--- src/irenc_pkg.sv ---
// ----------------------------------------------------------------------------
// irenc_pkg
// Shared types and constants for the interleaved Rice encoder.
// ----------------------------------------------------------------------------
package irenc_pkg;

   // Fixed field widths of the ports and internal registers
   localparam int IN_BITS    = 16;
   localparam int K_BITS     = 4;
   localparam int BYTE_BITS  = 8;
   localparam int PEND_BITS  = 7;
   localparam int PCNT_BITS  = 3;
   localparam int STEP_BITS  = 4;   // bits moved in one step, 0..8
   localparam int FIELD_BITS = 15;  // remainder bits, k is at most 15
   localparam int FREM_BITS  = 5;   // remainder bits plus stop bit, 1..16
   localparam int CSR_IDX_BITS = 1;

   // Register indexes of the write port
   localparam logic [CSR_IDX_BITS-1:0] REG_PARAM_FIRST  = 1'd0;
   localparam logic [CSR_IDX_BITS-1:0] REG_PARAM_SECOND = 1'd1;

   // Sequencer states
   typedef enum logic [2:0] {
      ST_IDLE,
      ST_QUOT1,
      ST_QUOT2,
      ST_OVF,
      ST_CODE,
      ST_FLUSH
   } irenc_state_type;

endpackage

--- src/interleaved_rice_encoder_unit.sv ---
// ----------------------------------------------------------------------------
// interleaved_rice_encoder_unit
// Rice-codes a pair of values with two parameters and packs the code bits
// MSB first into bytes, using one shared bit-packing step under a sequencer.
// ----------------------------------------------------------------------------
//
//  channel  ports   direction  beat
//  -------  ------  ---------  ------------------------------------------------
//  req      req_*   in         first_value, second_value, end_of_block
//  rsp      rsp_*   out        byte_out, last_of_run, block_done, overflow
//  csr      csr_*   in         write of param_first (0) or param_second (1)
//
//  A pair takes two quotient checks, then one packing step per cycle unless a
//  completed byte stalls; a step moves up to 8 bits, cut at a byte boundary or
//  a segment end (ones run, stop bit plus remainder), plus a flush step at the
//  end of a block. A rejected pair gives its overflow beat after the checks.
//  Reset clears the sequencer, the pending bits and both parameters.
//  A completed byte waits in the output register; the packer stalls only when
//  a second byte completes before the first is taken. req_ready is high in
//  idle alone.
// ----------------------------------------------------------------------------
module interleaved_rice_encoder_unit #(
   parameter int VALUE_BITS   = 16,
   parameter int MAX_QUOTIENT = 200
) (
   input  logic                                clock,
   input  logic                                reset,
   // request channel
   input  logic                                req_valid,
   output logic                                req_ready,
   input  logic [irenc_pkg::IN_BITS-1:0]       req_first_value,
   input  logic [irenc_pkg::IN_BITS-1:0]       req_second_value,
   input  logic                                req_end_of_block,
   // response channel
   output logic                                rsp_valid,
   input  logic                                rsp_ready,
   output logic [irenc_pkg::BYTE_BITS-1:0]     rsp_byte_out,
   output logic                                rsp_last_of_run,
   output logic                                rsp_block_done,
   output logic                                rsp_overflow,
   // configuration write port
   input  logic                                csr_we,
   input  logic [irenc_pkg::CSR_IDX_BITS-1:0]  csr_index,
   input  logic [irenc_pkg::K_BITS-1:0]        csr_wdata
);
   import irenc_pkg::*;

   localparam int CODE_BITS = (VALUE_BITS < IN_BITS) ? VALUE_BITS : IN_BITS;
   localparam int QW        = (MAX_QUOTIENT < 2) ? 1 : $clog2(MAX_QUOTIENT + 1);
   localparam int TW        = $clog2(2 * MAX_QUOTIENT + 33);

   // Control registers
   irenc_state_type         state_ff, state_in;
   logic                    rsp_valid_ff, rsp_valid_in;
   logic [PEND_BITS-1:0]    acc_ff, acc_in;
   logic [PCNT_BITS-1:0]    cnt_ff, cnt_in;
   logic [K_BITS-1:0]       param_first_ff, param_first_in;
   logic [K_BITS-1:0]       param_second_ff, param_second_in;

   // Work registers
   logic [CODE_BITS-1:0]    val1_ff, val1_in;
   logic [CODE_BITS-1:0]    val2_ff, val2_in;
   logic                    eob_ff, eob_in;
   logic [QW-1:0]           q1_ff, q1_in;
   logic [QW-1:0]           q2_ff, q2_in;
   logic                    over_ff, over_in;
   logic                    sel_ff, sel_in;
   logic [QW-1:0]           qrem_ff, qrem_in;
   logic [FREM_BITS-1:0]    frem_ff, frem_in;
   logic [FIELD_BITS-1:0]   field_ff, field_in;
   logic [TW-1:0]           rem_ff, rem_in;

   // Output payload registers
   logic [BYTE_BITS-1:0]    byte_ff, byte_in;
   logic                    last_ff, last_in;
   logic                    done_ff, done_in;
   logic                    ovf_ff, ovf_in;

   // Shared quotient shifter
   logic [CODE_BITS-1:0]    sh_val;
   logic [K_BITS-1:0]       sh_k;
   logic [CODE_BITS-1:0]    sh_q;
   logic                    sh_over;

   // Shared packing step
   logic                    out_free;
   logic                    out_load;
   logic [STEP_BITS-1:0]    space;
   logic                    run;
   logic [STEP_BITS-1:0]    n;
   logic [FREM_BITS-1:0]    fsh;
   logic [BYTE_BITS-1:0]    bits8;
   logic [BYTE_BITS-1:0]    merged;
   logic [STEP_BITS-1:0]    cnt_sum;
   logic                    full;
   logic [TW-1:0]           rem_next;
   logic                    is_last;
   logic [FREM_BITS-1:0]    frem_next;
   logic [IN_BITS-1:0]      val2_wide;

   assign req_ready       = (state_ff == ST_IDLE);
   assign rsp_valid       = rsp_valid_ff;
   assign rsp_byte_out    = byte_ff;
   assign rsp_last_of_run = last_ff;
   assign rsp_block_done  = done_ff;
   assign rsp_overflow    = ovf_ff;

   assign out_free = !rsp_valid_ff || rsp_ready;

   // Quotient of the value picked by the sequencer
   always_comb begin
      sh_val  = (state_ff == ST_QUOT2) ? val2_ff : val1_ff;
      sh_k    = (state_ff == ST_QUOT2) ? param_second_ff : param_first_ff;
      sh_q    = sh_val >> sh_k;
      sh_over = (32'(sh_q) > 32'(MAX_QUOTIENT));
   end

   // Bits of one packing step: a slice of the ones run or of the field
   always_comb begin
      space = STEP_BITS'(BYTE_BITS) - {1'b0, cnt_ff};
      run   = (qrem_ff != '0);
      fsh   = '0;
      if (run) begin
         n     = (32'(qrem_ff) < 32'(space)) ? STEP_BITS'(qrem_ff) : space;
         bits8 = 8'hFF >> (STEP_BITS'(BYTE_BITS) - n);
      end else begin
         n     = (32'(frem_ff) < 32'(space)) ? STEP_BITS'(frem_ff) : space;
         fsh   = frem_ff - FREM_BITS'(n);
         bits8 = BYTE_BITS'({1'b0, field_ff} >> fsh)
                 & (8'hFF >> (STEP_BITS'(BYTE_BITS) - n));
      end
      merged    = (BYTE_BITS'({1'b0, acc_ff}) << n) | bits8;
      cnt_sum   = {1'b0, cnt_ff} + n;
      full      = (cnt_sum == STEP_BITS'(BYTE_BITS));
      rem_next  = rem_ff - TW'(n);
      is_last   = (rem_next == '0) || (!eob_ff && (rem_next < TW'(BYTE_BITS)));
      frem_next = frem_ff - FREM_BITS'(n);
      val2_wide = IN_BITS'(val2_ff) & ~(16'hFFFF << param_second_ff);
   end

   // Sequencer: next state, work registers and output register loads
   always_comb begin
      state_in        = state_ff;
      acc_in          = acc_ff;
      cnt_in          = cnt_ff;
      param_first_in  = param_first_ff;
      param_second_in = param_second_ff;
      val1_in         = val1_ff;
      val2_in         = val2_ff;
      eob_in          = eob_ff;
      q1_in           = q1_ff;
      q2_in           = q2_ff;
      over_in         = over_ff;
      sel_in          = sel_ff;
      qrem_in         = qrem_ff;
      frem_in         = frem_ff;
      field_in        = field_ff;
      rem_in          = rem_ff;
      byte_in         = byte_ff;
      last_in         = last_ff;
      done_in         = done_ff;
      ovf_in          = ovf_ff;
      out_load        = 1'b0;

      // take register writes
      if (csr_we) begin
         case (csr_index)
            REG_PARAM_FIRST:  param_first_in  = csr_wdata;
            REG_PARAM_SECOND: param_second_in = csr_wdata;
            default: ;
         endcase
      end

      case (state_ff)
         ST_IDLE: begin
            if (req_valid) begin
               val1_in  = CODE_BITS'(req_first_value);
               val2_in  = CODE_BITS'(req_second_value);
               eob_in   = req_end_of_block;
               state_in = ST_QUOT1;
            end
         end
         ST_QUOT1: begin
            q1_in    = QW'(sh_q);
            over_in  = sh_over;
            state_in = ST_QUOT2;
         end
         ST_QUOT2: begin
            q2_in = QW'(sh_q);
            if (over_ff || sh_over) begin
               state_in = ST_OVF;
            end else begin
               // total code bits of the pair, and load the first segment
               rem_in   = TW'(q1_ff) + TW'(sh_q) + TW'(param_first_ff)
                          + TW'(param_second_ff) + TW'(2);
               sel_in   = 1'b0;
               qrem_in  = q1_ff;
               frem_in  = FREM_BITS'(param_first_ff) + FREM_BITS'(1);
               field_in = FIELD_BITS'(IN_BITS'(val1_ff)
                                      & ~(16'hFFFF << param_first_ff));
               state_in = ST_CODE;
            end
         end
         ST_OVF: begin
            // reject the pair with a single beat, pending bits untouched
            if (out_free) begin
               out_load = 1'b1;
               byte_in  = '0;
               last_in  = 1'b1;
               done_in  = 1'b0;
               ovf_in   = 1'b1;
               state_in = ST_IDLE;
            end
         end
         ST_CODE: begin
            // advance unless a completed byte finds the output still full
            if (!full || out_free) begin
               rem_in = rem_next;
               if (full) begin
                  out_load = 1'b1;
                  byte_in  = merged;
                  last_in  = is_last;
                  done_in  = is_last && eob_ff;
                  ovf_in   = 1'b0;
                  acc_in   = '0;
                  cnt_in   = '0;
               end else begin
                  acc_in = PEND_BITS'(merged);
                  cnt_in = PCNT_BITS'(cnt_sum);
               end
               if (run) begin
                  qrem_in = qrem_ff - QW'(n);
               end else begin
                  frem_in = frem_next;
                  if (frem_next == '0) begin
                     if (!sel_ff) begin
                        sel_in   = 1'b1;
                        qrem_in  = q2_ff;
                        frem_in  = FREM_BITS'(param_second_ff) + FREM_BITS'(1);
                        field_in = FIELD_BITS'(val2_wide);
                     end else if (eob_ff && !full) begin
                        state_in = ST_FLUSH;
                     end else begin
                        state_in = ST_IDLE;
                     end
                  end
               end
            end
         end
         ST_FLUSH: begin
            // pad the partial byte with zeros at the end of a block
            if (cnt_ff == '0) begin
               state_in = ST_IDLE;
            end else if (out_free) begin
               out_load = 1'b1;
               byte_in  = BYTE_BITS'({1'b0, acc_ff})
                          << (STEP_BITS'(BYTE_BITS) - {1'b0, cnt_ff});
               last_in  = 1'b1;
               done_in  = 1'b1;
               ovf_in   = 1'b0;
               acc_in   = '0;
               cnt_in   = '0;
               state_in = ST_IDLE;
            end
         end
         default: begin
            state_in = ST_IDLE;
         end
      endcase

      // hold or drop the output beat
      if (out_load) begin
         rsp_valid_in = 1'b1;
      end else begin
         rsp_valid_in = rsp_valid_ff && !rsp_ready;
      end
   end

   // Control state with reset
   always_ff @(posedge clock) begin
      if (reset) begin
         state_ff        <= ST_IDLE;
         rsp_valid_ff    <= 1'b0;
         acc_ff          <= '0;
         cnt_ff          <= '0;
         param_first_ff  <= '0;
         param_second_ff <= '0;
      end else begin
         state_ff        <= state_in;
         rsp_valid_ff    <= rsp_valid_in;
         acc_ff          <= acc_in;
         cnt_ff          <= cnt_in;
         param_first_ff  <= param_first_in;
         param_second_ff <= param_second_in;
      end
   end

   // Work and payload registers
   always_ff @(posedge clock) begin
      val1_ff  <= val1_in;
      val2_ff  <= val2_in;
      eob_ff   <= eob_in;
      q1_ff    <= q1_in;
      q2_ff    <= q2_in;
      over_ff  <= over_in;
      sel_ff   <= sel_in;
      qrem_ff  <= qrem_in;
      frem_ff  <= frem_in;
      field_ff <= field_in;
      rem_ff   <= rem_in;
      byte_ff  <= byte_in;
      last_ff  <= last_in;
      done_ff  <= done_in;
      ovf_ff   <= ovf_in;
   end

endmodule

--- config.mk ---
export PLATFORM = sky130hd
export DESIGN_NAME = interleaved_rice_encoder_unit
export DESIGN_NICKNAME = d
export VERILOG_FILES = /design/src/irenc_pkg.sv /design/src/interleaved_rice_encoder_unit.sv
export SDC_FILE = /design/constraint.sdc
export NUM_CORES = 1
export LEC_CHECK = 0
export BUFFER_PORTS_ARGS = -buffer_cell sky130_fd_sc_hd__buf_2
export CORE_MARGIN = 8
export CORE_UTILIZATION = 45
export CTS_BUF_LIST = sky130_fd_sc_hd__clkbuf_8
export CTS_CLUSTER_SIZE = 16
export DETAILED_ROUTE_END_ITERATION = 10
export HOLD_SLACK_MARGIN = 0.06
export MAX_ROUTING_LAYER = met4
export SLEW_MARGIN = 30
export SYNTH_ARGS = -nofsm -noshare
export SYNTH_HDL_FRONTEND = slang
export SYNTH_SLANG_ARGS = --single-unit
--- constraint.sdc ---
create_clock -name clock -period 11.3 [get_ports clock]
set_clock_uncertainty 0.1 [all_clocks]
set_input_delay 1.13 -clock clock [delete_from_list [all_inputs] [get_ports clock]]
set_output_delay 1.13 -clock clock [all_outputs]
set_load 0.02 [all_outputs]
# After elaboration in Yosys (flattened, before gate mapping)
# Cells that the tools add are included.
# totals
regBits,121
# op_classes
addsub,14
magnitude_cmp,4
n_eq_ne,19
n_shift,8
n_mux,79
bitwise_logic,7
reduce_logical,32
# ops
operator,n
2-to-1 mux 8 bit,11
2-to-1 mux 15 bit,5
2-to-1 mux 3 bit,13
"<< shifter 16 x 4 -> 15 bit, first input constant",2
AND 15 bit,2
inverter 15 bit,2
one-hot mux 15 bit (2 select lines),1
2-to-1 mux 7 bit,4
2-to-1 mux 5 bit,5
one-hot mux 8 bit (3 select lines),1
"inequality test 2 bit, second input constant",11
2-to-1 mux 1 bit,21
adder 9 x 4 -> 9 bit,2
2-to-1 mux 9 bit,2
one-hot mux 3 bit (6 select lines),1
one-hot mux 9 bit (2 select lines),1
"> comparator 16 x 8 -> 1 bit, second input constant",1
2-to-1 mux 16 bit,1
2-to-1 mux 4 bit,4
one-hot mux 8 bit (2 select lines),1
<< shifter 7 x 4 -> 8 bit,2
right shift 16 x 4 -> 16 bit,1
"right shift 8 x 4 -> 8 bit, first input constant",2
AND reduction 5 bit,3
other kinds (39),64

# Depth between registers and ports, before layout
# Gate-level depths: netlist of the first run.
# depth
ltp_word,14
depth_mapped,24
mapped_depth_nobuf,21

# Least setup slack after synthesis of the first run
# Ideal clock, no wire load.
# synth_timing
kind,reg-to-reg
from,register cnt_ff[0]
to,register field_ff[0] (enable)
setup_ns,0.408
t_arrival_ns,5.388
t_required_ns,10.792
setup_slack_ns,5.404
path_stages_with_launch,19
path_buffers,1
path_cell_list,dfxtp_1 > clkinv_1 > ha_1 > ha_1 > buf_2 > nor2b_4 > or3_4 > a211oi_4 > a311oi_1 > a211oi_2 > inv_2 > ha_1 > ha_1 > and2_1 > o211ai_1 > a311oi_2 > o31ai_4 > nand3_1 > o21ai_0
# synth_via
elab_chain_cells,10
# synth_lines
item,line_no,source
start: declaration,interleaved_rice_encoder_unit.sv:56,"logic [PCNT_BITS-1:0] cnt_ff, cnt_in;"
start signal: assignment,interleaved_rice_encoder_unit.sv:292,cnt_ff <= cnt_in;
subtractor 4 x 3 -> 4 bit,interleaved_rice_encoder_unit.sv:120,"space = STEP_BITS'(BYTE_BITS) - {1'b0, cnt_ff};"
< comparator 8 x 4 -> 1 bit / < comparator 5 x 4 -> 1 bit (equally long branches),"interleaved_rice_encoder_unit.sv:124, interleaved_rice_encoder_unit.sv:127",
"2-to-1 mux 4 bit, on equally long branches","interleaved_rice_encoder_unit.sv:124, interleaved_rice_encoder_unit.sv:127",
2-to-1 mux 4 bit,interleaved_rice_encoder_unit.sv:123,if (run) begin
adder 3 x 4 -> 4 bit,interleaved_rice_encoder_unit.sv:133,"cnt_sum = {1'b0, cnt_ff} + n;"
== test 4 bit,interleaved_rice_encoder_unit.sv:134,full = (cnt_sum == STEP_BITS'(BYTE_BITS));
logical NOT 1 bit,interleaved_rice_encoder_unit.sv:217,if (!full || out_free) begin
logical OR 1 bit,interleaved_rice_encoder_unit.sv:217,
inequality test 2 bit (no line),n/a,
AND reduction 6 bit (no line) (*),n/a,
end signal: assignment,interleaved_rice_encoder_unit.sv:309,field_ff <= field_in;
end: declaration,interleaved_rice_encoder_unit.sv:70,"logic [FIELD_BITS-1:0] field_ff, field_in;"
# Mark *: on every way between the ends. The rest lies on a longest branch, timed or not.
# A chain may end at the register's enable or synchronous reset.

# Worst setup path after layout of the first run
# layout_timing
from,register cnt_ff[0]
to,register byte_ff[6] (netlist: rsp_byte_out[6]) (enable)
# layout_via
elab_chain_cells,10
# layout_lines
item,line_no,source
subtractor 4 x 3 -> 4 bit,interleaved_rice_encoder_unit.sv:120,
< comparator 8 x 4 -> 1 bit / < comparator 5 x 4 -> 1 bit (equally long branches),"interleaved_rice_encoder_unit.sv:124, interleaved_rice_encoder_unit.sv:127",
"2-to-1 mux 4 bit, on equally long branches","interleaved_rice_encoder_unit.sv:124, interleaved_rice_encoder_unit.sv:127",
2-to-1 mux 4 bit,interleaved_rice_encoder_unit.sv:123,
adder 3 x 4 -> 4 bit,interleaved_rice_encoder_unit.sv:133,
== test 4 bit,interleaved_rice_encoder_unit.sv:134,
logical NOT 1 bit,interleaved_rice_encoder_unit.sv:217,
logical OR 1 bit,interleaved_rice_encoder_unit.sv:217,
inequality test 2 bit (no line),n/a,
AND reduction 6 bit (no line) (*),n/a,
end signal: assignment,interleaved_rice_encoder_unit.sv:311,byte_ff <= byte_in;
end: declaration,interleaved_rice_encoder_unit.sv:74,"logic [BYTE_BITS-1:0] byte_ff, byte_in;"
# Marks and branches as above.

==> results of run 1 <==
==> logic make-up after synthesis <==
logic type,Yosys count,synth area share (%)
DFF,121,34.4
adders and majority gates,64,8.60
buffers and inverters,145,5.97
xor gates and xnor gates,36,3.18
and+or+nand+nor,290,15.0
muxes,106,12.1
AOI/OAI and AO/OA,293,20.8
==> area by class of cell <==
type,instances,area (sq um),share of cell area (%)
Tap cell,280,350,3.24
Clock buffer,17,234,2.17
Sequential cell,121,3410,31.6
Clock inverter,15,215,1.99
Inverter,78,295,2.73
Multi-Input combinational cell,789,5920,54.8
Timing Repair Buffer,68,373,3.45
==> synth_stat cells, types with 5 or more instances <==
library cell / count
o21ai_0: 56
xnor2_1: 26
nor2_1: 72
o22ai_1: 15
inv_1: 73
nor3_1: 19
nand3_1: 34
a21o_1: 9
edfxtp_1: 99
nor2b_1: 7
nand2b_1: 15
buf_1: 6
o211ai_1: 15
dfxtp_1: 22
o31ai_1: 5
maj3_1: 6
and2_1: 10
and3_1: 8
mux4_2: 9
nand2_1: 75
ha_1: 49
mux2_2: 18
nand3b_1: 7
a22o_1: 10
or3_1: 8
xor2_1: 10
a21oi_1: 54
buf_2: 14
fa_1: 9
o2111ai_1: 8
mux2i_1: 78
a22oi_1: 7
a211oi_1: 18
clkbuf_1: 41
a31oi_1: 23
==> flip-flops by register name, indices dropped and copies added, names as in the netlist, 7 cells and up <==
| name | flops |
|---|---|
| val1_ff | 16 |
| val2_ff | 16 |
| field_ff | 15 |
| rem_ff | 9 |
| q1_ff | 8 |
| q2_ff | 8 |
| qrem_ff | 8 |
| rsp_byte_out | 8 |
| acc_ff | 7 |
==> metal layers <==
layer,track usage (%),vias to the layer above,share of wire (%)
met5,-,-,0
met4,7.21,0,2.3
met3,3.36,52,5.8
met2,33.0,277,46
met1,28.1,4032,46
li1,-,3997,-
==> metrics by stage <==
stage,utilization [%],instances,area (sq um),power [W]
floorplan,-,1055,9920,0.000768
global placement,47.6,1336,10300,0.000844
detailed placement,47.6,1336,10400,0.000848
CTS,49.7,1368,10800,0.00130
global route,49.7,1368,10800,0.00135
finish,49.7,1368,10800,0.00129
==> worst max-delay path: cells and delay by family, from the launching register on <==
kind                       cells  cell delay, ns
and+or+nand+nor                6            1.76
buffers and inverters          2            0.68
DFF                            1            0.68
adders and majority gates      4            1.59
AOI/OAI and AO/OA              5            1.60
==> power breakdown <==
part           leakage (nW)  total (W)  internal, W  switching, W
combinational          2.84   0.000293     0.000127      0.000167
clock                 0.227   0.000450     0.000246      0.000204
sequential             1.11   0.000544     0.000522     0.0000221
==> worst max path at each step <==
stage,start,endpoint,slack [ns],cells past startpoint
floorplan,cnt_ff[0],field_ff[0],5.40,18
global placement,cnt_ff[0],rsp_byte_out[2],4.80,17
detailed placement,cnt_ff[0],rsp_byte_out[3],4.60,17
CTS,cnt_ff[0],rsp_byte_out[3],4.55,17
global route,cnt_ff[0],rsp_byte_out[4],3.92,17
finish,cnt_ff[0],rsp_byte_out[6],4.50,17
==> impl_metrics.env, run 1 <==
export IMPL_outcome="finished, final reports clean"
export IMPL_worst_pin_slew_ns=0.896
export IMPL_cts_setup_buffers=0
export IMPL_slew_viol_final=0
export IMPL_num_rows=54
export IMPL_rsz0062_at_grt="false"
export IMPL_fmax_ghz=0.147
export IMPL_grt_util_all_layers_pct=21.3
export IMPL_synth_top_area_share_pct=30.0
export IMPL_layout_commonest_cell="edfxtp_1"
export IMPL_ys_ff_latch=121
export IMPL_dp_hpwl_microns=20400
export IMPL_drive_gt1_share_pct=14.6
export IMPL_yosysSeqAreaShare_pct=34.4
export IMPL_yosys_most_used_dff="edfxtp_1"
export IMPL_syn_inst=1055
export IMPL_ios=56
export IMPL_netlist_area_sq_um=9920
export IMPL_preCtsSetupSlack_ns=4.60
export IMPL_cts_buffers=17
export IMPL_drt_iter0_markers=810
export IMPL_yosys_area_top_type="edfxtp_1"
export IMPL_dr_total_vias=8358
export IMPL_synthArstFlopShare_pct=0
export IMPL_clk_latency_ns=0.46
export IMPL_r2r_cells=17
export IMPL_synth_edf_count=99
export IMPL_finalWirelength_microns=27300
export IMPL_setup_viol=0
export IMPL_worstPathCellList="clkinv_1 > ha_1 > ha_1 > nor2b_4 > or3_4 > a211oi_4 > a311oi_1 > a211oi_2 > inv_2 > ha_1 > ha_1 > nor2_1 > nand3b_1 > a2111oi_4 > or3_4 > a221oi_1 > nor2_1"
export IMPL_hold_viol=0
export IMPL_htreeDepth=4
export IMPL_cts_buffer_depth=2
export IMPL_slowest_delay_ns=0.70
export IMPL_clockRootBuffer="clkbuf_8"
export IMPL_die_x_microns=164
export IMPL_crit_arrival_ns=6.78
export IMPL_worst_r2r_endpoint="rsp_byte_out[6]"
export IMPL_whs_ns=0.360
export IMPL_drcViolationCount=0
export IMPL_powerDensity_nw_per_um2=119
export IMPL_power_leakage_nw=4.18
export IMPL_die_height_microns=164
export IMPL_crit_top_cell="ha_1"
export IMPL_regToRegSetupSlack_ns=4.50
export IMPL_synthDistinctLibCells=98
export IMPL_fill_cells=2058
export IMPL_syn_num_nets=1156
export IMPL_antenna_found_initial=0
export IMPL_nets=1176
export IMPL_grt_max_degree=50
export IMPL_cts_hold_buf=0
export IMPL_routed_via_density=6.11
export IMPL_critPathKind="reg -> reg"
export IMPL_initial_core_util_pct=45.6
export IMPL_grt_pass1_vias=8169
export IMPL_core_area_sq_um=21800
export IMPL_ant_nets=0
export IMPL_wire_per_inst_microns=20.0
export IMPL_final_cell_mix="edfxtp_1, mux2i_1, nand2_1, inv_1, nor2_1"
export IMPL_slew_headroom_pct=40.0
export IMPL_min_path_cells=2
export IMPL_drtPass1Iterations=6
export IMPL_setup_tns_ns=0
export IMPL_cts_resized=0
export IMPL_fin_crit_ns=6.80
export IMPL_clkSlewWorstSetupHoldPaths_ns=0.08
export IMPL_antenna_cells=0
export IMPL_crit_fanout=19
export IMPL_tritoncts="yes"
export IMPL_area_growth_syn_to_layout_pct=8.96
export IMPL_fin_ws_ns=4.50
export IMPL_worstSetupStartpointType="flip-flop"
export IMPL_min_from="param_second_ff[1]"
export IMPL_max_cap_viol_count=0
export IMPL_period_share_pct=60.2
export IMPL_synthTopCellsByArea="edfxtp_1, mux2i_1, ha_1, dfxtp_1, nand2_1"
export IMPL_dieArea_sq_um=27000
export IMPL_grt_pass1_wl_microns=44200
export IMPL_min_to="param_second_ff[1]"
export IMPL_ir_worst_vdd_v=0.0000698
export IMPL_cp_slowest_cell="ha_1"
export IMPL_crit_path_end_kind="flip-flop"
export IMPL_routabilityCongestion=0.913
export IMPL_grt_overflow=0
export IMPL_yosysWarningCount=0
export IMPL_port_buffer_count=55
export IMPL_r2r_start="cnt_ff[0]"
export IMPL_min_path_type="reg -> reg"
export IMPL_syn_avg_cell_area_sq_um=9.40
export IMPL_cts_sinks=121
export IMPL_worstPathRequired_ns=11.28
(Power assumes the default switching activity.)
==> run 2: changes to the inputs <==
==> constraint.sdc (replaced) <==
create_clock -name clock -period 6.5 [get_ports clock]
set_clock_uncertainty 0.1 [all_clocks]
set_input_delay 0.65 -clock clock [delete_from_list [all_inputs] [get_ports clock]]
set_output_delay 0.65 -clock clock [all_outputs]
set_load 0.02 [all_outputs]
==> impl_metrics.env, run 2 (synthesized netlist as in run 1, its figures left out) <==
export IMPL_slew_headroom_pct=43.7
export IMPL_min_path_type="in -> reg"
export IMPL_clkSlewWorstSetupHoldPaths_ns=0.09
export IMPL_routed_via_density=6.03
export IMPL_grt_pass1_vias=8148
export IMPL_setup_tns_ns=0
export IMPL_port_buffer_count=55
export IMPL_crit_buf_inv=2
export IMPL_worst_pin_slew_ns=0.842
export IMPL_wire_per_inst_microns=20.0
export IMPL_rsz0062_at_grt="false"
export IMPL_htreeDepth=4
export IMPL_grt_max_degree=51
export IMPL_drive_gt1_share_pct=15.6
export IMPL_grt_overflow=0
export IMPL_cts_setup_buffers=0
export IMPL_cts_sinks=121
export IMPL_finalWirelength_microns=27700
export IMPL_core_area_sq_um=21800
export IMPL_layout_commonest_cell="edfxtp_1"
export IMPL_period_share_pct=87.9
export IMPL_cts_buffer_depth=2
export IMPL_worstSetupStartpointType="flip-flop"
export IMPL_worstPathRequired_ns=6.48
export IMPL_powerDensity_nw_per_um2=196
export IMPL_critPathKind="reg -> reg"
export IMPL_routabilityCongestion=0.908
export IMPL_area_growth_syn_to_layout_pct=9.25
export IMPL_initial_core_util_pct=45.6
export IMPL_die_height_microns=164
export IMPL_tritoncts="yes"
export IMPL_antenna_cells=0
export IMPL_hold_viol=0
export IMPL_worstPathCellList="clkinv_1 > ha_1 > ha_1 > nor2b_4 > or3_4 > a211oi_4 > a311oi_1 > a211oi_2 > inv_2 > ha_1 > ha_1 > nor2_1 > nand3b_1 > a2111oi_4 > or3_4 > a221oi_1 > nor2_1"
export IMPL_fmax_ghz=0.175
export IMPL_slew_viol_final=0
export IMPL_clockRootBuffer="clkbuf_8"
export IMPL_clk_latency_ns=0.45
export IMPL_preCtsSetupSlack_ns=0.757
export IMPL_die_x_microns=164
export IMPL_slowest_delay_ns=0.67
export IMPL_power_leakage_nw=4.20
export IMPL_antenna_found_initial=0
export IMPL_num_rows=54
export IMPL_setup_viol=0
export IMPL_fin_crit_ns=5.71
export IMPL_nets=1189
export IMPL_ir_worst_vdd_v=0.000125
export IMPL_cts_resized=0
export IMPL_crit_arrival_ns=5.70
export IMPL_crit_path_end_kind="flip-flop"
export IMPL_crit_top_cell="ha_1"
export IMPL_grt_pass1_wl_microns=43800
export IMPL_multi_input_comb_area_sq_um=5930
export IMPL_cp_slowest_cell="nor2_1"
export IMPL_register_area_sq_um=3410
export IMPL_grt_util_all_layers_pct=21.2
export IMPL_crit_fanout=16
export IMPL_biggestRegsByFlops="val1_ff (16), val2_ff (16), field_ff (15)"
export IMPL_fin_ws_ns=0.789
export IMPL_final_cell_mix="edfxtp_1, mux2i_1, nand2_1, inv_1, nor2_1"
export IMPL_dr_total_vias=8334
export IMPL_drt_iter0_markers=740
export IMPL_ios=56
export IMPL_dp_hpwl_microns=20900
export IMPL_drtPass1Iterations=5
export IMPL_dieArea_sq_um=27000
export IMPL_outcome="finished, final reports clean"
export IMPL_max_cap_viol_count=0
export IMPL_critPathTopFamily="simple AND/OR/NAND/NOR gates"
export IMPL_fill_cells=2106
export IMPL_cts_hold_buf=0
export IMPL_drcViolationCount=0
export IMPL_cts_buffers=17
export IMPL_ant_nets=0
## run 2: cell count changes in the layout (fill, tap and decap cells not counted)
cell,delta
nor3_2,-1
clkinv_1,+1
buf_4,+13
inv_8,-1
bufinv_16,-3
nor3_4,+1
clkinvlp_4,+1
inv_1,-1
clkinv_2,+2
inv_6,+1
## run 2: worst paths after layout
kind,from,end,slack [ns],cells after the start
setup / recovery,cnt_ff[0],rsp_byte_out[7],0.79,17
hold / removal,req_second_value[3],val2_ff[3],0.26,1
setup reg to reg,cnt_ff[0],rsp_byte_out[7],0.79,17
hold reg to reg,acc_ff[6],acc_ff[6],0.43,1
## run 2: through the flow
step                power, W  cell area, sq um  hold WS, ns  cells  utilization [%]
floorplan            0.00134              9920        0.368   1055                -
global placement     0.00147             10400        0.402   1349             48.0
detailed placement   0.00147             10500        0.405   1349             48.1
CTS                  0.00214             10800        0.235   1381             49.8
global route         0.00223             10800        0.235   1381             49.8
finish               0.00212             10800        0.263   1381             49.8
## run 2: power breakdown
part	switching (W)	total [W]	internal [W]
clock network	0.000352	0.000661	0.000309
registers	0.0000374	0.000945	0.000908
logic	0.000290	0.000513	0.000223
total	0.000679	0.00212	0.00144
## run 2: area by class of cell
| cell class | instances | share of cell area [%] |
|---|---|---|
| clock buffer | 17 | 2.16 |
| clock inverter | 15 | 1.29 |
| inverter | 78 | 2.73 |
| multi-input combinational | 789 | 54.7 |
| sequential | 121 | 31.5 |
| tap | 280 | 3.23 |
| timing repair buffer | 81 | 4.34 |
## run 2: layer usage
metal | part of all wire (%) | track usage (%) | vias up | wire, microns
met3 | 5.3 | 3.36 | 52 | 1480
li1 | - | - | 4020 | -
met5 | 0 | - | - | 0
met2 | 46 | 32.8 | 280 | 12600
met1 | 46 | 27.5 | 3982 | 12800
met4 | 2.8 | 8.31 | 0 | 765
